### src/rvig_pkg.sv
// Shared widths and reset constants for the radial vignette pixel unit.
// No dependencies; every module of the unit imports this package.
package rvig_pkg;

  // Largest frame edge the coordinate ports can address
  localparam int unsigned MaxDim    = 4096;
  localparam int unsigned COORD_W   = $clog2(MaxDim);          // pixel coordinate
  localparam int unsigned DIM_W     = COORD_W + 1;             // frame size register
  localparam int unsigned CH_W      = 8;                       // one colour channel
  localparam int unsigned PIX_W     = 3 * CH_W;                // blue, green, red
  localparam int unsigned CFG_IDX_W = 2;

  // Distance datapath
  localparam int unsigned FRAC_W    = 8;                       // fraction bits of distance
  localparam int unsigned SQ_W      = 2 * COORD_W + 1;         // dr^2 + dc^2
  localparam int unsigned ROOT_IN_W = SQ_W + 2 * FRAC_W;       // radicand
  localparam int unsigned ROOT_W    = (ROOT_IN_W + 1) / 2;     // distance, 8 fraction bits
  localparam int unsigned SUM_W     = DIM_W + 1;               // rows + cols

  // Gain datapath: 512 * rows * cols and d * (rows + cols) share one width
  localparam int unsigned NORM_SH   = FRAC_W + 1;
  localparam int unsigned NORM_W    = 2 * DIM_W + NORM_SH;
  localparam int unsigned PROD_W    = ROOT_W + SUM_W;
  localparam int unsigned GAIN_FRAC = 16;
  localparam int unsigned GAIN_W    = GAIN_FRAC + 1;           // Q1.16, never above 1.0

  localparam logic [DIM_W-1:0] ROWS_RST = DIM_W'(1024);
  localparam logic [DIM_W-1:0] COLS_RST = DIM_W'(1024);

  // Configuration register indexes
  typedef enum logic [CFG_IDX_W-1:0] {
    RegFrameRows = CFG_IDX_W'(0),
    RegFrameCols = CFG_IDX_W'(1)
  } cfg_reg_e;

endpackage

### src/rvig_isqrt.sv
// Pipelined integer square root, floored, one result bit per stage.
// Depends on rvig_pkg; a side word travels alongside each request.
module rvig_isqrt
  import rvig_pkg::*;
#(
  parameter int unsigned IN_W  = ROOT_IN_W,
  parameter int unsigned TAG_W = PIX_W,
  localparam int unsigned RES_W = (IN_W + 1) / 2
) (
  input  logic             clk_i,
  input  logic             rst_ni,
  input  logic             en_i,
  input  logic             valid_i,
  input  logic [IN_W-1:0]  rad_i,
  input  logic [TAG_W-1:0] tag_i,
  output logic             valid_o,
  output logic [RES_W-1:0] root_o,
  output logic [TAG_W-1:0] tag_o
);

  localparam int unsigned TRY_W = 2 * RES_W + 1;

  logic [IN_W-1:0]  rem_q  [RES_W];
  logic [RES_W-1:0] root_q [RES_W];
  logic [TAG_W-1:0] tag_q  [RES_W];
  logic [RES_W-1:0] vld_q;

  for (genvar k = 0; k < RES_W; k++) begin : g_stage
    localparam int unsigned Pos = RES_W - 1 - k;

    logic [IN_W-1:0]  rem_in;
    logic [RES_W-1:0] root_in;
    logic [TAG_W-1:0] tag_in;
    logic             vld_in;
    logic [TRY_W-1:0] trial;
    logic             take;
    logic [IN_W-1:0]  rem_d;
    logic [RES_W-1:0] root_d;

    if (k == 0) begin : g_first
      assign rem_in  = rad_i;
      assign root_in = '0;
      assign tag_in  = tag_i;
      assign vld_in  = valid_i;
    end else begin : g_next
      assign rem_in  = rem_q[k-1];
      assign root_in = root_q[k-1];
      assign tag_in  = tag_q[k-1];
      assign vld_in  = vld_q[k-1];
    end

    // (root + 2^pos)^2 <= v  <=>  v - root^2 >= root * 2^(pos+1) + 2^(2 pos)
    assign trial  = (TRY_W'(root_in) << (Pos + 1)) + (TRY_W'(1) << (2 * Pos));
    assign take   = TRY_W'(rem_in) >= trial;
    assign rem_d  = take ? rem_in - trial[IN_W-1:0] : rem_in;
    assign root_d = take ? (root_in | (RES_W'(1) << Pos)) : root_in;

    always_ff @(posedge clk_i or negedge rst_ni) begin
      if (!rst_ni) begin
        vld_q[k] <= 1'b0;
      end else if (en_i) begin
        vld_q[k] <= vld_in;
      end
    end

    always_ff @(posedge clk_i) begin
      if (en_i) begin
        rem_q[k]  <= rem_d;
        root_q[k] <= root_d;
        tag_q[k]  <= tag_in;
      end
    end
  end

  assign valid_o = vld_q[RES_W-1];
  assign root_o  = root_q[RES_W-1];
  assign tag_o   = tag_q[RES_W-1];

endmodule

### config.mk
export PLATFORM = sky130hd
export DESIGN_NAME = rvig_isqrt
export DESIGN_NICKNAME = d
export VERILOG_FILES = /design/src/rvig_pkg.sv /design/src/rvig_isqrt.sv
export SDC_FILE = /design/constraint.sdc
export NUM_CORES = 2
export LEC_CHECK = 0
export BUFFER_PORTS_ARGS = -buffer_cell sky130_fd_sc_hd__buf_2
export CAP_MARGIN = 25
export CORE_MARGIN = 2
export CORE_UTILIZATION = 55
export DETAILED_ROUTE_END_ITERATION = 7
export PLACE_DENSITY = 0.71
export SETUP_SLACK_MARGIN = 0.1
export SLEW_MARGIN = 0
export SYNTH_ARGS = -nofsm -noshare
export SYNTH_HDL_FRONTEND = slang
export SYNTH_SLANG_ARGS = --single-unit
### constraint.sdc
create_clock -name clk_i -period 7 [get_ports clk_i]
set_input_delay 0.7 -clock clk_i [delete_from_list [all_inputs] [get_ports clk_i]]
set_output_delay 0.7 -clock clk_i [all_outputs]
set_load 0.05 [all_outputs]
==> results.py <==
metrics = {
    "run_status": {
        "status": "complete, no violations",
    },
    "setup_path": {
        "critPathMaxStageDelay_ns": 0.60,
        "end_kind": "flop",
        "cp_slowest_cell": "or4_4",
        "crit_chain": "or4_4 -> or3_1 -> or4_1 -> or4_4 -> nor3_4 -> buf_4 -> mux2_1",
        "cp-start-kind": "flop",
        "critical_path_class": "flop to flop",
        "cp.required_ns": 7.48,
        "cp_max_fo": 36,
        "arrival_ns": 4.34,
        "crit_top_cell": "or4_4",
        "ff2ff_path_depth": 7,
    },
    "clock_network": {
        "cts_buffer_depth": 3,
        "clk_latency_ns": 0.76,
        "cts-htree-levels": 4,
        "ctsResizeCount": 0,
        "cts-root-buf": "clkbuf_16",
        "cts.clk_slew.worst_paths_ns": 0.06,
        "tritoncts": "yes",
        "post_cts_buffers": 0,
        "postCtsHoldBufs": 1,
        "cts.sinks": 1576,
        "numCtsBuffers": 161,
    },
    "timing": {
        "fin_hold_ws_ns": 0.1103,
        "hold_violations": 0,
        "rsz0062_at_grt": "false",
        "fin_skew_ns": 0.04373,
        "fin_crit_sh_pct": 55.13,
        "fin_crit_ns": 3.859,
        "setup_viol": 0,
        "setup-tns-final_ns": 0,
        "final_max_slew_viol_count": 0,
        "fmax_ghz": 0.2591,
        "relSlewSlack_pct": 26.82,
        "worst_slew_pin_slew_ns": 1.082,
    },
    "cells_and_area": {
        "multi_input_area_mm2": 0.01665,
        "fin_nets": 4932,
        "area_delta_synth_final_pct": 12.11,
        "drive_above_1_share_pct": 9.660,
        "fillCellCount": 8545,
        "seq_area_mm2": 0.04722,
    },
    "yosys": {
        "postSynth.asyncResetShare_pct": 1.332,
        "syn-num-nets": 4687,
        "postSynthAreaPerCell_um2": 14.93,
        "ys.flop_type": "edfxtp_1",
        "ys_ff_latch": 1576,
        "syn_area_mm2": 0.06524,
        "ys_seq_area_share_pct": 72.38,
        "yosysWarnings": 0,
        "synth_edf_count": 1555,
        "synthCells": 4369,
        "synth_cell_types": 79,
    },
    "placement": {
        "io_buffers": 114,
        "gp_congestion": 0.9447,
        "hpwlAfterDp_um": 77190,
    },
    "global_routing": {
        "grt_pass1_vias": 35080,
        "grt_max_degree": 198,
        "grt_pass1_wl_um": 176800,
        "antenna_found_initial": 1,
        "track_usage_pct": 18.51,
        "grt_overflow_total": 0,
    },
    "pwr": {
        "p_leak_uw": 0.02689,
        "power.density_mw_per_mm2": 326.4,
        "ir_drop_uv": 278.4,
    },
    "drt": {
        "drtIter0Drc": 1975,
        "drc": 0,
        "wire_per_inst_um": 17.60,
        "ant_nets": 0,
        "vias_per_cell": 5.487,
        "dr.pass1.iters": 5,
        "wl_um": 110500,
        "via_count": 34450,
    },
    "die": {
        "core_mm2": 0.1179,
        "rows": 126,
        "start_util_pct": 55.32,
        "die_w_um": 348.4,
        "chipHeight_um": 348.4,
        "ios": 115,
        "dieArea_mm2": 0.1214,
    },
    "hold_path": {
        "hp-class": "input pin to flop",
        "hold_path_depth": 1,
    },
    "run": {
        "cap_violations": 0,
    },
}
==> Yosys cell counts, types with 5 or more instances <==
| cell type | number | share of area (%) |
|---|---|---|
| nand2_1 | 285 | 1.6 |
| nand2b_1 | 45 | 0.43 |
| nand3_1 | 67 | 0.51 |
| and2_1 | 11 | 0.11 |
| or4b_2 | 5 | 0.077 |
| or3_1 | 41 | 0.39 |
| o21a_1 | 49 | 0.56 |
| nor2b_1 | 30 | 0.29 |
| a21o_1 | 66 | 0.76 |
| mux2_2 | 45 | 0.78 |
| clkbuf_1 | 54 | 0.31 |
| dfrtp_1 | 21 | 0.81 |
| nor4b_1 | 13 | 0.17 |
| a21oi_1 | 180 | 1.4 |
| nor3_1 | 94 | 0.72 |
| o21bai_1 | 18 | 0.21 |
| edfxtp_1 | 1555 | 72 |
| xor2_1 | 159 | 2.1 |
| o22ai_1 | 6 | 0.058 |
| nor4_1 | 124 | 1.2 |
| nor2_1 | 207 | 1.2 |
| a31oi_1 | 14 | 0.13 |
| o21ai_1 | 13 | 0.10 |
| o2111ai_1 | 7 | 0.094 |
| a211o_1 | 7 | 0.094 |
| mux2i_1 | 7 | 0.11 |
| nand4b_1 | 14 | 0.19 |
| and4b_1 | 8 | 0.12 |
| and3_1 | 11 | 0.11 |
| and4_1 | 7 | 0.094 |
| nand4_1 | 54 | 0.52 |
| or2_2 | 16 | 0.15 |
| inv_1 | 298 | 1.7 |
| o211ai_1 | 21 | 0.24 |
| or4_1 | 36 | 0.41 |
| o31a_1 | 6 | 0.081 |
| ha_1 | 248 | 4.8 |
| a21boi_0 | 11 | 0.13 |
| xnor2_1 | 166 | 2.2 |
| nand3b_1 | 13 | 0.15 |
| o21ai_0 | 202 | 1.5 |
| o31ai_1 | 36 | 0.41 |
| a2111oi_0 | 5 | 0.067 |
| a211oi_1 | 24 | 0.28 |
==> cell families after synthesis <==
group / share of synthesized area (%)
compound gates: 6.688
mux: 0.9015
simple gates: 8.748
fa+ha+maj: 4.787
buf+inv: 2.121
other cells: 0.005748
flops: 72.38
xor+xnor: 4.363
==> cell type report <==
cell class,count,share of cell area [%]
sequential,1576,64.57
tap,1536,2.628
inverter,301,1.545
timing repair buffer,143,1.213
clock inverter,97,1.504
clock buffer,193,5.772
antenna,1,0.003422
multi-input combinational,2431,22.77
==> cells in the final DEF, fill, tap and decap left out, types with 41 or more instances in the layout <==
| cell | count |
|---|---|
| edfxtp_1 | 1555 |
| or3_1 | 41 |
| nand2b_1 | 45 |
| nand3_1 | 67 |
| nand2_1 | 285 |
| nor2_1 | 207 |
| xor2_1 | 159 |
| a21oi_1 | 178 |
| o21ai_0 | 202 |
| a21o_1 | 66 |
| nor4_1 | 124 |
| inv_1 | 298 |
| nor3_1 | 94 |
| mux2_2 | 45 |
| clkbuf_16 | 163 |
| nand4_1 | 54 |
| buf_2 | 117 |
| o21a_1 | 49 |
| xnor2_1 | 166 |
| ha_1 | 248 |
==> final timing paths <==
check                                   start            endpoint  slack, ns
worst max-delay path            rem_q[13][30]       rem_q[14][16]       3.14
worst min-delay path                rad_i[29]        rem_q[0][29]       0.11
worst max register to register  rem_q[13][30]       rem_q[14][16]       3.14
worst min register to register   tag_q[2][86]       tag_q[2][110]       0.40
max in group asynchronous              rst_ni  g_stage[20].vld_in       6.23
min in group asynchronous              rst_ni             valid_o       0.45
==> sequential cells by signal, summed over array words and instances (netlist names) <==
| signal | cells |
|---|---|
| rem_q | 820 |
| tag_q | 504 |
| root_q | 231 |
| g_stage.vld_in | 20 |
| valid_o | 1 |
==> report_power, final <==
part / internal, uW / switching (uW) / total [uW]
sequential: 11700 / 619 / 12300
clock: 5000 / 3460 / 8460
combinational: 1310 / 1820 / 3130
total: 18000 / 5900 / 23900
==> routing by layer <==
metal	wire [um]	vias up	global-route usage, %
met1	39140	16370	18.52
li1	-	17070	-
met4	6067	0	10.64
met3	3569	304	3.059
met5	0	-	0
met2	61690	701	35.80
==> through the flow <==
step	instance area, um^2	total power (uW)	worst slack (ns)	std cells	util [%]
finish	73130	23870	3.141	6278	62.02
CTS	73120	24130	3.144	6276	62.01
detailed placement	67790	15580	3.179	5985	57.49
floorplan	65240	14550	3.667	4369	-
global route	73130	24970	2.990	6278	62.02
global placement	67760	15470	3.194	5980	57.46
==> critical path, delay by kind of cell, from the launching register on <==
family / cells / cell delay, ns
buf+inv: 1 / 0.40
flops: 1 / 0.43
simple gates: 5 / 2.37
mux: 1 / 0.36
Power figures use the tool's default switching activity.
