--- config.mk ---
export PLATFORM = sky130hd
export DESIGN_NAME = rvig_div
export DESIGN_NICKNAME = d
export VERILOG_FILES = /design/src/rvig_pkg.sv /design/src/rvig_div.sv
export SDC_FILE = /design/constraint.sdc
export NUM_CORES = 2
export LEC_CHECK = 0
export ABC_CLOCK_PERIOD_IN_PS = 3740
export BUFFER_PORTS_ARGS = -buffer_cell sky130_fd_sc_hd__buf_4
export CAP_MARGIN = 10
export CORE_MARGIN = 2
export CORE_UTILIZATION = 50
export DETAILED_ROUTE_END_ITERATION = 8
export HOLD_SLACK_MARGIN = 0.06
export PLACE_DENSITY = 0.78
export SLEW_MARGIN = 25
export SYNTH_ARGS = -nofsm -noshare
export SYNTH_HDL_FRONTEND = slang
export SYNTH_SLANG_ARGS = --single-unit
--- constraint.sdc ---
create_clock -name clk_i -period 3.74 [get_ports clk_i]
set_input_delay 0.187 -clock clk_i [delete_from_list [all_inputs] [get_ports clk_i]]
set_output_delay 0.187 -clock clk_i [all_outputs]
set_load 0.005 [all_outputs]
--- src/rvig_pkg.sv ---
// Shared widths and reset constants for the radial vignette pixel unit.
// No dependencies; every module of the unit imports this package.
package rvig_pkg;

  // Largest frame edge the coordinate ports can address
  localparam int unsigned MaxDim    = 4096;
  localparam int unsigned COORD_W   = $clog2(MaxDim);          // pixel coordinate
  localparam int unsigned DIM_W     = COORD_W + 1;             // frame size register
  localparam int unsigned CH_W      = 8;                       // one colour channel
  localparam int unsigned PIX_W     = 3 * CH_W;                // blue, green, red
  localparam int unsigned CFG_IDX_W = 2;

  // Distance datapath
  localparam int unsigned FRAC_W    = 8;                       // fraction bits of distance
  localparam int unsigned SQ_W      = 2 * COORD_W + 1;         // dr^2 + dc^2
  localparam int unsigned ROOT_IN_W = SQ_W + 2 * FRAC_W;       // radicand
  localparam int unsigned ROOT_W    = (ROOT_IN_W + 1) / 2;     // distance, 8 fraction bits
  localparam int unsigned SUM_W     = DIM_W + 1;               // rows + cols

  // Gain datapath: 512 * rows * cols and d * (rows + cols) share one width
  localparam int unsigned NORM_SH   = FRAC_W + 1;
  localparam int unsigned NORM_W    = 2 * DIM_W + NORM_SH;
  localparam int unsigned PROD_W    = ROOT_W + SUM_W;
  localparam int unsigned GAIN_FRAC = 16;
  localparam int unsigned GAIN_W    = GAIN_FRAC + 1;           // Q1.16, never above 1.0

  localparam logic [DIM_W-1:0] ROWS_RST = DIM_W'(1024);
  localparam logic [DIM_W-1:0] COLS_RST = DIM_W'(1024);

  // Configuration register indexes
  typedef enum logic [CFG_IDX_W-1:0] {
    RegFrameRows = CFG_IDX_W'(0),
    RegFrameCols = CFG_IDX_W'(1)
  } cfg_reg_e;

endpackage

--- src/rvig_div.sv ---
// Pipelined restoring divider: quotient of (num << (Q_W-1)) / den, one bit per stage.
// Depends on rvig_pkg; num must not exceed den, and den holds while requests are in flight.
module rvig_div
  import rvig_pkg::*;
#(
  parameter int unsigned DEN_W = NORM_W,
  parameter int unsigned Q_W   = GAIN_W,
  parameter int unsigned TAG_W = PIX_W
) (
  input  logic             clk_i,
  input  logic             rst_ni,
  input  logic             en_i,
  input  logic             valid_i,
  input  logic [DEN_W-1:0] num_i,
  input  logic [DEN_W-1:0] den_i,
  input  logic [TAG_W-1:0] tag_i,
  output logic             valid_o,
  output logic [Q_W-1:0]   quot_o,
  output logic [TAG_W-1:0] tag_o
);

  logic [DEN_W-1:0] rem_q  [Q_W];
  logic [Q_W-1:0]   quot_q [Q_W];
  logic [TAG_W-1:0] tag_q  [Q_W];
  logic [Q_W-1:0]   vld_q;

  for (genvar k = 0; k < Q_W; k++) begin : g_stage
    localparam int unsigned Pos = Q_W - 1 - k;

    logic [DEN_W:0]   rem_in;
    logic [Q_W-1:0]   quot_in;
    logic [TAG_W-1:0] tag_in;
    logic             vld_in;
    logic             take;
    logic [DEN_W:0]   diff;

    if (k == 0) begin : g_first
      assign rem_in  = {1'b0, num_i};
      assign quot_in = '0;
      assign tag_in  = tag_i;
      assign vld_in  = valid_i;
    end else begin : g_next
      // remainder stays below den, so one more bit holds the shift
      assign rem_in  = {rem_q[k-1], 1'b0};
      assign quot_in = quot_q[k-1];
      assign tag_in  = tag_q[k-1];
      assign vld_in  = vld_q[k-1];
    end

    assign diff = rem_in - {1'b0, den_i};
    assign take = rem_in >= {1'b0, den_i};

    always_ff @(posedge clk_i or negedge rst_ni) begin
      if (!rst_ni) begin
        vld_q[k] <= 1'b0;
      end else if (en_i) begin
        vld_q[k] <= vld_in;
      end
    end

    always_ff @(posedge clk_i) begin
      if (en_i) begin
        rem_q[k]  <= take ? diff[DEN_W-1:0] : rem_in[DEN_W-1:0];
        quot_q[k] <= take ? (quot_in | (Q_W'(1) << Pos)) : quot_in;
        tag_q[k]  <= tag_in;
      end
    end
  end

  assign valid_o = vld_q[Q_W-1];
  assign quot_o  = quot_q[Q_W-1];
  assign tag_o   = tag_q[Q_W-1];

endmodule

==> impl_metrics.tcl <==
set metrics [dict create \
    dp.final_hpwl_um 126000 \
    die_area_mm2 0.141 \
    internal_power_mw 41.3 \
    initial_utilization_pct 50.3 \
    holdPathStages 2 \
    drt-wirelength-per-cell_um 20.3 \
    antenna_found_initial 4 \
    synthesis.instances 6299 \
    max-clock-path-buffers 3 \
    total_routed_length_um 174000 \
    post_synth.cell_area_avg_um2 11.0 \
    path_cells "dlygate4sd3_1, buf_4, buf_6, ha_1, inv_1, fa_1, a211oi_1, o21ai_0, a31oi_1, o41ai_1, o22a_1, nand4_1, o2111ai_1, a311oi_1, xnor2_1, mux2_2" \
    netlist_area_mm2 0.0691 \
    worst_slew_pin_slew_ns 0.863 \
    rsz_0062_raised_after_global_routing "false" \
    dpl-instance-area_mm2 0.0742 \
    first_pass_grt_wire_length_um 270000 \
    io_pins 140 \
    crit_buf_inv 4 \
    area.sequential_mm2 0.0341 \
    pwr-share-seq_pct 32.4 \
    timing.critical_path.to_type "register" \
    kind_of_critical_path "input pin to register" \
    vias_in_the_first_global_route 49100 \
    gp_routability_congestion 0.941 \
    synth-warning-count 0 \
    detail_route.drc_violations 0 \
    worst_skew_pair.late_latency_ns 0.79 \
    drtIter0Drc 4735 \
    synth.ff_latch_count 1138 \
    maxClockFrequency_ghz 0.278 \
    netlist-cell-type-count 97 \
    numCtsBuffers 121 \
    report.power.total_mw 67.9 \
    dp_cells 8278 \
    tritoncts "yes" \
    cts.clk_slew.worst_paths_ns 0.07 \
    grt-ovfl-total 0 \
    minimum_setup_slack_among_reg_to_reg_paths_ns 0.17 \
    finalCoreUtilization_pct 57.5 \
    finish.cell_count_without_fillers 8571 \
    multi_input_area_mm2 0.0337 \
    synthArstFlopShare_pct 1.49 \
    worst_slack_ns 0.149 \
    leakagePower_nw 31.3 \
    hp-start "tag_i[8]" \
    drt-pass1-iter-count 6 \
    h-tree-depth 3 \
    placement_rows 136 \
    power.switching_mw 26.6 \
    dr_total_vias 51000 \
    relSlewSlack_pct 42.5 \
    drt-vias-per-instance 5.96 \
    run_status "finished, final reports clean" \
    fin_crit_sh_pct 96.0 \
    timing.final.crit_period_ns 3.59 \
    clock_power_share_pct 17.8 \
    fin_worst_skew_ns 0.0418 \
    synth.net_count 7007 \
    synth_flop_cell "sky130_fd_sc_hd__edfxtp_1" \
    post_route_cells_drive_above_1_share_pct 12.4 \
    fin_area_mm2 0.0789 \
    worst_hold_path_type "input pin to register" \
    r2r.worst_path.cells 10 \
    vdd_ir_drop_max_uv 506 \
    worstHoldEndpoint "tag_q[0][8]$_DFFE_PP_" \
    hold_viol 0 \
    dieHeight_um 376 \
    globalRouteTotalUtil_pct 24.2 \
    dp_slack_ns -0.0484 \
    floorplan.die.width_um 376 \
    critical_path.max_stage_delay_ns 0.54 \
    worst-endpoint-arrival_ns 4.08 \
    grt_max_degree 160 \
    most_frequent_cells_in_the_layout "sky130_fd_sc_hd__edfxtp_1 (1121), sky130_fd_sc_hd__a21oi_1 (724), sky130_fd_sc_hd__ha_1 (594), sky130_fd_sc_hd__nand2_1 (491), sky130_fd_sc_hd__nor2_1 (448)" \
    report.final.setup_viol 0 \
    fill_cells 11200 \
    synth_edf_count 1121 \
    critical_path.startpoint_type "input pin" \
    max-cap-violations 0 \
    ant_nets 0 \
    core_area_mm2 0.137 \
    power-per-cell-area_mw_per_mm2 861 \
    required_time_of_the_worst_setup_path_ns 4.23 \
    worst_path_max_delay_cell "sky130_fd_sc_hd__dlygate4sd3_1" \
    antenna_cells 0 \
    syn2layout_area_growth_pct 14.2 \
    switching_share_pct 39.2 \
    most_common_cell_after_layout_fill_and_taps_aside "sky130_fd_sc_hd__edfxtp_1" \
    r2r-end "rem_q[0][441]$_DFFE_PP_" \
    crit_family "compound AO/OA/AOI/OAI gates" \
    finalMaxSlewViolations 0 \
    r2r_start "rem_q[0][389]$_DFFE_PP_" \
    clock_sinks 1138 \
    critical_path.max_fanout 24 \
    synth-seq-area-share_pct 49.3 \
    fin_nets 7379 \
    cts.root.buffer_cell "sky130_fd_sc_hd__clkbuf_16" \
    portBuffers 139 \
    power.share.combinational_pct 49.7 \
]
## repair_timing
| item | CTS | global route |
|---|---|---|
| setup endpoints to repair | 0 | 44 |
| buffers inserted | 0 | 0 |
| hold endpoints to repair | 127 | 0 |
| hold buffers | 64 | 0 |
| resized for setup | 0 | 16 |
## flip-flops by register name, summed over array words and instances (netlist names)
name            flops
rem_q             560
tag_q             408
quot_q            153
g_stage.vld_in     16
valid_o             1
## cells in the mapped netlist, types with 16 or more instances
master	instances	area [um^2]
sky130_fd_sc_hd__ha_1	594	7430
sky130_fd_sc_hd__clkbuf_1	126	473
sky130_fd_sc_hd__o21a_1	61	458
sky130_fd_sc_hd__mux2_2	169	1900
sky130_fd_sc_hd__o21ai_1	22	110
sky130_fd_sc_hd__nand2_1	491	1840
sky130_fd_sc_hd__buf_2	54	270
sky130_fd_sc_hd__fa_1	16	320
sky130_fd_sc_hd__o21bai_1	60	450
sky130_fd_sc_hd__a21o_1	304	2280
sky130_fd_sc_hd__edfxtp_1	1121	33700
sky130_fd_sc_hd__a211oi_1	48	360
sky130_fd_sc_hd__nand2b_1	53	332
sky130_fd_sc_hd__and3_1	30	188
sky130_fd_sc_hd__nor2b_1	48	300
sky130_fd_sc_hd__nand4_1	112	701
sky130_fd_sc_hd__nor2_1	449	1690
sky130_fd_sc_hd__nor3_1	70	350
sky130_fd_sc_hd__o31ai_1	33	248
sky130_fd_sc_hd__a211o_1	24	210
sky130_fd_sc_hd__or3_1	16	100
sky130_fd_sc_hd__nor4_1	20	125
sky130_fd_sc_hd__o211ai_1	30	225
sky130_fd_sc_hd__nand3_1	110	551
sky130_fd_sc_hd__a221oi_1	17	149
sky130_fd_sc_hd__a21oi_1	727	3640
sky130_fd_sc_hd__xnor2_1	291	2550
sky130_fd_sc_hd__o21ai_0	438	2190
sky130_fd_sc_hd__and2_1	31	194
sky130_fd_sc_hd__inv_1	159	597
sky130_fd_sc_hd__xor2_1	211	1850
sky130_fd_sc_hd__dfrtp_1	17	425
sky130_fd_sc_hd__a31oi_1	65	407
## worst max path at each step
| stage | from | end | slack [ns] | cells past startpoint |
|---|---|---|---|---|
| 2_1_floorplan | den_i[1] | rem_q[0][26]$_DFFE_PP_ | -0.06 | 13 |
| 3_3_place_gp | den_i[0] | rem_q[0][34]$_DFFE_PP_ | -0.01 | 15 |
| 3_5_place_dp | den_i[0] | rem_q[0][30]$_DFFE_PP_ | -0.05 | 15 |
| 4_1_cts | rem_q[0][359]$_DFFE_PP_ | rem_q[0][418]$_DFFE_PP_ | 0.15 | 12 |
| 5_1_grt | rem_q[0][359]$_DFFE_PP_ | rem_q[0][418]$_DFFE_PP_ | 0.008 | 12 |
| 6_report | den_i[0] | rem_q[0][34]$_DFFE_PP_ | 0.15 | 16 |
## stage by stage
step / hold slack, ns / TNS (ns)
after detailed placement: 0.0554 / -0.233
after CTS: 0.0610 / 0
final: 0.129 / 0
after global placement: 0.0516 / -0.0140
after floorplan: -0.109 / -1.99
after global routing: 0.0979 / 0
## power by group through the flow
stage               combinational (mW)  clock (mW)  sequential, mW
floorplan                         25.4           0            21.0
global placement                  32.4           0            22.2
detailed placement                33.1           0            22.3
CTS                               33.4        12.4            22.0
global route                      37.5        12.9            22.3
finish                            33.8        12.1            22.0
## cell type report
class                   instances  area share (%)
repair buffers                449            5.43
well taps                    1794            2.84
clock buffers                 142            3.95
clock inverters                87            1.15
multi-input cells            4798            42.7
flip-flops and latches       1138            43.2
inverters                     163           0.785
## per-layer routing
metal / routed length [um] / vias to the layer above / part of all wire (%) / global-route usage, %
li1: - / 24700 / - / -
met1: 73400 / 24300 / 42 / 31.8
met2: 81800 / 1639 / 47 / 39.9
met3: 11500 / 396 / 6.6 / 3.70
met4: 7610 / 0 / 4.4 / 10.3
met5: 0 / - / 0 / 0
## kinds of logic after synthesis
| family | Yosys count | share of synthesized area, % |
|---|---|---|
| adders and majority gates | 610 | 11.2 |
| DFF | 1138 | 49.3 |
| AOI/OAI and AO/OA | 2010 | 18.1 |
| buffers and inverters | 363 | 2.16 |
| muxes | 177 | 2.88 |
| and+or+nand+nor | 1499 | 10.0 |
| xor gates and xnor gates | 502 | 6.36 |
(Power assumes the default switching activity.)
