### src/rvig_pkg.sv
// Shared widths and reset constants for the radial vignette pixel unit.
// No dependencies; every module of the unit imports this package.
package rvig_pkg;

  // Largest frame edge the coordinate ports can address
  localparam int unsigned MaxDim    = 4096;
  localparam int unsigned COORD_W   = $clog2(MaxDim);          // pixel coordinate
  localparam int unsigned DIM_W     = COORD_W + 1;             // frame size register
  localparam int unsigned CH_W      = 8;                       // one colour channel
  localparam int unsigned PIX_W     = 3 * CH_W;                // blue, green, red
  localparam int unsigned CFG_IDX_W = 2;

  // Distance datapath
  localparam int unsigned FRAC_W    = 8;                       // fraction bits of distance
  localparam int unsigned SQ_W      = 2 * COORD_W + 1;         // dr^2 + dc^2
  localparam int unsigned ROOT_IN_W = SQ_W + 2 * FRAC_W;       // radicand
  localparam int unsigned ROOT_W    = (ROOT_IN_W + 1) / 2;     // distance, 8 fraction bits
  localparam int unsigned SUM_W     = DIM_W + 1;               // rows + cols

  // Gain datapath: 512 * rows * cols and d * (rows + cols) share one width
  localparam int unsigned NORM_SH   = FRAC_W + 1;
  localparam int unsigned NORM_W    = 2 * DIM_W + NORM_SH;
  localparam int unsigned PROD_W    = ROOT_W + SUM_W;
  localparam int unsigned GAIN_FRAC = 16;
  localparam int unsigned GAIN_W    = GAIN_FRAC + 1;           // Q1.16, never above 1.0

  localparam logic [DIM_W-1:0] ROWS_RST = DIM_W'(1024);
  localparam logic [DIM_W-1:0] COLS_RST = DIM_W'(1024);

  // Configuration register indexes
  typedef enum logic [CFG_IDX_W-1:0] {
    RegFrameRows = CFG_IDX_W'(0),
    RegFrameCols = CFG_IDX_W'(1)
  } cfg_reg_e;

endpackage

### src/rvig_obuf.sv
// Output register with a skid entry, decoupling the pipeline from output back-pressure.
// Depends on rvig_pkg; drives the pipeline advance enable.
module rvig_obuf
  import rvig_pkg::*;
#(
  parameter int unsigned W = PIX_W
) (
  input  logic         clk_i,
  input  logic         rst_ni,
  input  logic         valid_i,
  input  logic [W-1:0] data_i,
  output logic         en_o,
  output logic         out_valid_o,
  input  logic         out_ready_i,
  output logic [W-1:0] out_data_o
);

  logic         out_v_q;
  logic         skid_v_q;
  logic [W-1:0] out_data_q;
  logic [W-1:0] skid_data_q;
  logic         out_free;

  assign out_free = !out_v_q || out_ready_i;
  // pipeline advances only while the skid entry is empty
  assign en_o     = !skid_v_q;

  always_ff @(posedge clk_i or negedge rst_ni) begin
    if (!rst_ni) begin
      out_v_q  <= 1'b0;
      skid_v_q <= 1'b0;
    end else if (out_free) begin
      if (skid_v_q) begin
        out_v_q  <= 1'b1;
        skid_v_q <= 1'b0;
      end else begin
        out_v_q  <= valid_i;
      end
    end else if (valid_i && !skid_v_q) begin
      skid_v_q <= 1'b1;
    end
  end

  always_ff @(posedge clk_i) begin
    if (out_free) begin
      out_data_q <= skid_v_q ? skid_data_q : data_i;
    end else if (!skid_v_q) begin
      skid_data_q <= data_i;
    end
  end

  assign out_valid_o = out_v_q;
  assign out_data_o  = out_data_q;

endmodule

### config.mk
export PLATFORM = sky130hd
export DESIGN_NAME = rvig_obuf
export DESIGN_NICKNAME = d
export VERILOG_FILES = /design/src/rvig_pkg.sv /design/src/rvig_obuf.sv
export SDC_FILE = /design/constraint.sdc
export NUM_CORES = 1
export LEC_CHECK = 0
export BUFFER_PORTS_ARGS = -buffer_cell sky130_fd_sc_hd__buf_4
export CAP_MARGIN = 40
export CORE_ASPECT_RATIO = 1.2
export CORE_UTILIZATION = 35
export DETAILED_ROUTE_END_ITERATION = 7
export HOLD_SLACK_MARGIN = 0.03
export PLACE_DENSITY_LB_ADDON = 0.2
export REMOVE_ABC_BUFFERS = 1
export SLEW_MARGIN = 15
export SYNTH_ARGS = -nofsm -noshare
export SYNTH_HDL_FRONTEND = slang
export SYNTH_SLANG_ARGS = --single-unit
### constraint.sdc
create_clock -name clk_i -period 3.2 [get_ports clk_i]
set_input_delay 0.48 -clock clk_i [delete_from_list [all_inputs] [get_ports clk_i]]
set_output_delay 0.48 -clock clk_i [all_outputs]
set_load 0.1 [all_outputs]
==> run metrics, run 1 <==
Combinational Power Share 0.246; switching fraction of total power 0.318; layout cell share with drive strength beyond 1 0.610; CP Max Fanout 11; Final Setup Violations 0; reg2reg setup slack around 1.6 ns; mux cell area share after synthesis 0.177; fillers 438; largest net degree at the start of global routing 27; VDD IR max 254 µV; Max-cap violations 0; setup tns final 0 ns; Hold Path Origin valid_i; GPL Wtd Cong 0.652; clock root buffer clkbuf_8; Post-Synthesis Cells 83; pwr dens roughly 670 nW/µm²; DR pass1 iterations 4; top cells by area, synth edfxtp_1, mux2_4, mux2_2; status finished, final reports clean; YS warnings 0; core area 5260 µm²; Vias/cell 4.52; Final Max Slew Viols 0; first-pass GRT wire length 5160 µm; complex-gate fraction of the synthesized area 0; Design Power 1.67 mW; Netlist Area Pre-Place around 1900 µm²; worst hold endpoint out_valid_o$_DFFE_PN0P_; CTS Buf Count 5; DIE WIDTH about 70 µm; Antenna Cells 0; CP startpoint kind register; initial antenna violation count 0; # DRC 0; Layout Utilization 0.476; share of power burned in registers 0.488; fin crit share 0.564; Final min period 1.80 ns; fmax between 500 and 600 MHz; FF+latch count, synth 50; clock power share 0.266; Syn Area/Cell 23.0 µm²; endpoints failing hold 0; HPWL after DPL 2130 µm; Setup Skew around 0.012 ns; worst r2r dst skid_data_q[2]$_DFFE_PN_; hold depth 3; final net count 173; crit path capture type output pin; Yosys top cell by area edfxtp_1; ANT nets after route 0; start of the worst register-to-register path skid_v_q$_DFFE_PN0P_; chip height 82.8 µm; LEAKAGE 1.00 nW; Least-Margin Pin Slew around 0.56 ns; DR vias 940; final wirelength 3240 µm; Adder-Cell Fraction of Synth Area 0; Register-to-Register Path Depth 2; IO buf count 53; H-tree depth 2; Psw 529 µW; number of global-route vias before repair 967; area delta synth->final 31.4%; Initial Util 0.362; later-pin clock latency in the skew report 0.30 ns; Longest Clk Path Bufs 2; Worst Hold Class in -> reg; clk sinks 50; worst endpoint required time 2.72 ns; Iter 0 DRT Violations 42; crit path kind reg -> out; CTS tree done; die area 5740 µm²; Reg clk slew, reported paths 0.09 ns; Total GRT Usage 0.118; Yosys cell types 10; Max-slew headroom 0.630; Simple-Gate Fraction of Synth Area 0.00919; # IOs 54; Avg WL per Cell approximately 16 µm; FP Rows 29; Synth Area in XOR/XNOR 0; register area share after synthesis 0.783; GR Overflow Total 0; largest family of logic cells by synthesized area multiplexers; P_int 1.14 mW; top-area cell type share of the netlist area 0.756; CP arrival about 1.3 ns; RSZ-0062 raised after global routing false
routing by layer:
layer	part of all wire	global-route usage	wire, µm	vias up
li1	-	-	-	439
met1	0.44	0.152	1440	468
met2	0.50	0.184	1610	31
met3	0.052	0.0400	168	2
met4	0.0068	0.0445	22	0
met5	0	0	0	-
power by group through the flow:
stage                     Sequential, mW  Combinational (mW)  Clock [mW]
after global routing               0.819               0.424       0.486
final                              0.813               0.410       0.443
after floorplan                     1.06              0.0735           0
after detailed placement           0.828               0.412           0
after CTS                          0.814               0.414       0.458
after global placement             0.828               0.402           0
worst max-delay path by stage:
stage	slack (ns)	from	cells after the start	endpoint
finish	1.40	skid_v_q$_DFFE_PN0P_	2	en_o
detailed placement	1.57	skid_v_q$_DFFE_PN0P_	2	out_data_o[2]$_DFFE_PP_
global placement	1.38	out_ready_i	3	skid_data_q[12]$_DFFE_PN_
floorplan	0.46	out_valid_o$_DFFE_PN0P_	2	skid_data_q[0]$_DFFE_PN_
CTS	1.38	skid_v_q$_DFFE_PN0P_	2	en_o
global route	1.30	skid_v_q$_DFFE_PN0P_	2	en_o
layout by cell type, fill, tap and decap left out, drive strengths merged:
| cell | count |
|---|---|
| buf | 57 |
| edfxtp | 48 |
| mux2 | 24 |
| clkbuf | 5 |
| inv | 2 |
| nor2 | 2 |
| clkinvlp | 2 |
| dfrtp | 2 |
| nand2b | 1 |
| nand2 | 1 |
| bufinv | 1 |
| dlygate4sd3 | 1 |
synth_stat cells (all sizes together):
cell and instances:
buf 3, nor2 2, dfrtp 2, nand2b 1, mux2 24, inv 2, edfxtp 48, nand2 1
flip-flops by register name, summed over array words and instances, names as in the netlist:
signal       cells
skid_data_q     24
skid_v_q         1
out_valid_o      1
out_data_o      24
cells by family (layout without fill, tap and decap cells):
| kind of cell | after synthesis | after routing |
|---|---|---|
| flops | 50 | 50 |
| mux | 24 | 24 |
| buf+inv | 5 | 68 |
| simple gates | 4 | 4 |
worst max-delay path, stage by stage, from the launching register on:
cell and delay, ns:
dfrtp_1 0.70, inv_1 0.08, buf_4 0.25
area by class of cell:
class / count / area, µm² / area share
sequential: 50 / 1490 / 0.596
timing repair buffer: 58 / 458 / 0.183
multi-input combinational: 28 / 355 / 0.142
tap: 62 / 77.6 / 0.0310
clock buffer: 5 / 68.8 / 0.0275
clock inverter: 3 / 45.0 / 0.0180
inverter: 2 / 7.51 / 0.00300
per-stage QoR:
| stage | hold slack, ns | cell area [µm²] | setup slack (ns) | instances |
|---|---|---|---|---|
| finish | 0.378 | 2500 | 1.40 | 208 |
| global route | 0.365 | 2500 | 1.30 | 208 |
| CTS | 0.365 | 2500 | 1.38 | 208 |
| detailed placement | 0.264 | 2380 | 1.57 | 199 |
| global placement | 0.263 | 2350 | 1.38 | 198 |
| floorplan | 0.184 | 1850 | 0.460 | 80 |
repair_timing:
action	in CTS	in global routing
endpoints found under the hold margin	2	0
buffers inserted	0	0
hold buffers	1	0
endpoints found under the setup margin	0	0
gates resized for setup	0	0
No activity file was read; power rests on OpenSTA's default activity.
==> run 2, diff against run 1 <==
==> constraint.sdc (replaced) <==
create_clock -name clk_i -period 1.7 [get_ports clk_i]
set_input_delay 0.255 -clock clk_i [delete_from_list [all_inputs] [get_ports clk_i]]
set_output_delay 0.255 -clock clk_i [all_outputs]
set_load 0.1 [all_outputs]
==> run metrics, run 2 (synthesized netlist as in run 1, its figures left out) <==
status finished, final reports clean; share of power burned in registers 0.517; Total GRT Usage 0.123; switching fraction of total power 0.328; Setup WS pre-CTS about 0.42 ns; Final Setup Violations 0; clk sinks 50; Initial Util 0.362; GPL Wtd Cong between 0.7 and 0.8; # DRC 0; DIE WIDTH a little under 70 µm; Max-slew headroom 0.762; later-pin clock latency in the skew report 0.29 ns; hold depth 3; Iter 0 DRT Violations a little under 70; fin area 2460 µm²; fin crit share 0.895; Worst Hold Class in -> reg; setup bufs post-CTS 0; ANT nets after route 0; CTS tree done; CP startpoint skid_v_q$_DFFE_PN0P_; VDD IR max 506 µV; die area 5740 µm²; fmax 658 MHz; CP arrival ~1.3 ns; start of the worst register-to-register path skid_v_q$_DFFE_PN0P_; pwr dens 1200 nW/µm²; DP Cell Count 200; core area 5260 µm²; worst endpoint required time 1.44 ns; final wirelength approximately 3300 µm; reg2reg setup slack 0.41 ns; Final Max Slew Viols 0; Max-cap violations 0; fin cells 209; first-pass GRT wire length ~5400 µm; layout cell share with drive strength beyond 1 0.599; number of global-route vias before repair 1050; Combinational Power Share 0.263; worst hold endpoint out_valid_o$_DFFE_PN0P_; clock root buffer clkbuf_8; Area after DPL 2370 µm²; Register-to-Register Path Depth 2; most frequent cells in the layout buf_4, edfxtp_1, mux2_4; Least-Margin Pin Slew 0.357 ns; CP startpoint kind register; most common cell after layout, fill and taps aside buf_4; crit path capture type output pin; FP Rows 29; IO buf count 53; Avg WL per Cell 15.6 µm; RSZ-0062 raised after global routing false; Vias/cell 4.52; Psw 966 µW; chip height just over 80 µm; Longest Clk Path Bufs 2; Hold Path Origin valid_i; GR Overflow Total 0; Antenna Cells 0; initial antenna violation count 0; P_int 1.98 mW; H-tree depth 2; final net count between 150 and 200; setup ws final 0.179 ns; area delta synth->final 29.0%; CTS Buf Count 5; crit path kind reg -> out; Design Power 2.95 mW; largest net degree at the start of global routing 27; LEAKAGE 0.993 nW; worst r2r dst out_data_o[0]$_DFFE_PP_; HPWL after DPL 2170 µm; DR vias 944; endpoints failing hold 0; Reg clk slew, reported paths 0.09 ns; Final min period ~1.5 ns; DR pass1 iterations 4; CP Max Fanout 17; clock power share 0.220; # IOs 54; Setup Skew 0.00571 ns
==> run 2: changes by cell type in the layout (fill, tap and decap cells not counted), sizes merged <==
cell      change
clkinvlp      -2
buf           +1
clkbuf        +1
clkinv        +2
bufinv        -1
==> run 2: power groups by stage <==
stage | Clock (mW) | Combinational [mW] | Sequential [mW]
after floorplan | 0 | 0.138 | 2.00
final | 0.648 | 0.776 | 1.52
after CTS | 0.672 | 0.784 | 1.52
after global routing | 0.718 | 0.804 | 1.53
after detailed placement | 0 | 0.779 | 1.55
after global placement | 0 | 0.771 | 1.55
==> run 2: worst max-delay path by stage <==
stage / end / slack, ns / cells past startpoint
after global placement: skid_data_q[0]$_DFFE_PN_ / 0.43 / 2
final: en_o / 0.18 / 3
after global routing: en_o / 0.11 / 3
after detailed placement: skid_data_q[1]$_DFFE_PN_ / 0.42 / 2
after CTS: en_o / 0.16 / 3
after floorplan: skid_data_q[0]$_DFFE_PN_ / -1.04 / 2
==> run 2: layer usage <==
metal / track usage / part of all wire / vias up
li1: - / - / 442
met1: 0.158 / 0.41 / 465
met2: 0.195 / 0.53 / 32
met3: 0.0376 / 0.048 / 5
met4: 0.0445 / 0.011 / 0
met5: 0 / 0 / -
==> run 2: through the flow <==
stage	hold slack, ns	utilization	setup TNS, ns
3_5_place_dp	0.0428	0.450	0
3_3_place_gp	0.0431	0.450	0
6_report	0.160	0.467	0
4_1_cts	0.151	0.467	0
2_1_floorplan	-0.0406	-	-34.39
5_1_grt	0.168	0.467	0
==> run 2: layout make-up <==
cell class,instances,area [µm²]
Inverter,2,7.51
Tap cell,62,77.6
Sequential cell,50,1490
Clock inverter,2,8.76
Fill cell,458,2800
Timing Repair Buffer,59,445
Multi-Input combinational cell,28,355
Clock buffer,6,72.6
==> run 2: critical path, cell delays in order, from the launching register on <==
cell and delay, ns:
dfrtp_1 0.38, buf_4 0.23, inv_1 0.08, buf_4 0.28
==> run 2: timing repair <==
item,CTS,global route
hold buffers,1,0
gates resized for setup,0,0
endpoints found under the hold margin,2,0
==> run 3, diff against run 2 <==
--- a/config.mk
+++ b/config.mk
@@ -13,6 +13,7 @@
 export HOLD_SLACK_MARGIN = 0.03
 export PLACE_DENSITY_LB_ADDON = 0.2
 export REMOVE_ABC_BUFFERS = 1
+export SETUP_SLACK_MARGIN = 0.2
 export SLEW_MARGIN = 15
 export SYNTH_ARGS = -nofsm -noshare
 export SYNTH_HDL_FRONTEND = slang
==> run metrics, run 3 (synthesized netlist as in run 1, its figures left out) <==
# IOs 54; RSZ-0062 raised after global routing false; DR pass1 iterations 4; most common cell after layout, fill and taps aside buf_4; die area 5740 µm²; met1 usage 0.158; fillers 457; HPWL after DPL 2170 µm; Register-to-Register Path Depth 2; layout cell share with drive strength beyond 1 0.599; setup ws final 0.271 ns; setup tns final 0 ns; clk sinks 50; FP Rows 29; cells along the critical path buf_6, inv_1, buf_6; number of global-route vias before repair 1050; GR Overflow Total 0; fmax 700 MHz; CP peak stage delay 0.39 ns; most frequent CP cell buf_6; initial antenna violation count 0; setup bufs post-CTS 0; final wirelength 3260 µm; first-pass GRT wire length between 5000 and 6000 µm; final net count 174; Final min period 1.43 ns; LEAKAGE 0.995 nW; crit path kind reg -> out; status finished, final reports clean; largest net degree at the start of global routing 27; Psw 966 µW; Layout Utilization 0.469; IO buf count 53; Multi-input gate area 355 µm²; Least-Margin Pin Slew about 0.36 ns; Iter 0 DRT Violations 69; Design Power 2.95 mW; worst r2r dst out_data_o[0]$_DFFE_PP_; Setup Skew 0.00571 ns; CP Max Fanout 17; slowest CP cell dfrtp_1; Max-slew headroom 0.763; Antenna Cells 0; CTS Buf Count 5; Longest Clk Path Bufs 2; fin crit share 0.841; grt met2 use 0.195; hold depth 3; Hold Path Origin valid_i; M3 GR Usage 0.0376; share of power burned in registers 0.516; Final Setup Violations 0; switching fraction of total power 0.328; busiest grt layer met2; DR vias 944; P_int 1.98 mW; Worst Hold Class in -> reg; GPL Wtd Cong ~0.72; Setup WS pre-CTS 0.421 ns; CP startpoint kind register; H-tree depth 2; fin area between 2000 and 2500 µm²; CP arrival approximately 1.2 ns; Avg WL per Cell about 16 µm; start of the worst register-to-register path skid_v_q$_DFFE_PN0P_; area delta synth->final 29.4%; clock root buffer clkbuf_8; reg2reg setup slack 0.47 ns; Reg clk slew, reported paths 0.09 ns; register area around 1500 µm²; Initial Util 0.362; later-pin clock latency in the skew report 0.29 ns; Vias/cell 4.52; Final Max Slew Viols 0; Max-cap violations 0; ANT nets after route 0; crit path capture type output pin; Total GRT Usage 0.123; clock power share 0.220; worst endpoint required time 1.44 ns; worst hold slack between 0.15 and 0.2 ns; DP Cell Count 200; most frequent cells in the layout buf_4, edfxtp_1, mux2_4; Combinational Power Share 0.264; worst hold endpoint out_valid_o$_DFFE_PN0P_; fin cells 209; core area approximately 5300 µm²; Area after DPL 2370 µm²; chip height 82.8 µm; DIE WIDTH 69.4 µm; VDD IR max 507 µV; pwr dens 1200 nW/µm²; CTS tree done; endpoints failing hold 0; # DRC 0
[run 3: cell count changes in the layout (fill, tap and decap cells not counted)]
cell / change
buf_4: -2
buf_6: +2
[run 3: repair_timing]
item / 4_1_cts / 5_1_grt
endpoints found under the setup margin: 1 / 0
hold endpoints to repair: 2 / 0
resized for setup: 2 / 0
hold buffers: 1 / 0
[run 3: final cells by class]
cell class,count,area share
flip-flops and latches,50,0.605
repair buffers,59,0.184
multi-input cells,28,0.144
well taps,62,0.0315
clock buffers,6,0.0294
clock inverters,2,0.00355
inverters,2,0.00304
[run 3: how the worst max path moves through the flow]
stage	slack, ns	from	to	cells past startpoint
after CTS	0.25	skid_v_q$_DFFE_PN0P_	en_o	3
after global routing	0.21	skid_v_q$_DFFE_PN0P_	en_o	3
after global placement	0.43	skid_v_q$_DFFE_PN0P_	skid_data_q[0]$_DFFE_PN_	2
after detailed placement	0.42	skid_v_q$_DFFE_PN0P_	skid_data_q[1]$_DFFE_PN_	2
final	0.27	skid_v_q$_DFFE_PN0P_	en_o	3
after floorplan	-1.04	out_valid_o$_DFFE_PN0P_	skid_data_q[0]$_DFFE_PN_	2
[run 3: per-layer routing]
metal	wire, µm	vias up
li1	-	442
met3	156	5
met4	36	0
met1	1340	465
met2	1730	32
met5	0	-
[run 3: power by group through the flow]
| stage | Clock, mW | Combinational [mW] | Sequential (mW) |
|---|---|---|---|
| after CTS | 0.672 | 0.787 | 1.52 |
| after global placement | 0 | 0.771 | 1.55 |
| after detailed placement | 0 | 0.779 | 1.55 |
| after global routing | 0.718 | 0.807 | 1.53 |
| final | 0.648 | 0.778 | 1.52 |
| after floorplan | 0 | 0.138 | 2.00 |
[run 3: critical path: cells and delay by family (launching register included)]
family / cells / cell delay, ns
DFF: 1 / 0.39
buffers and inverters: 3 / 0.48
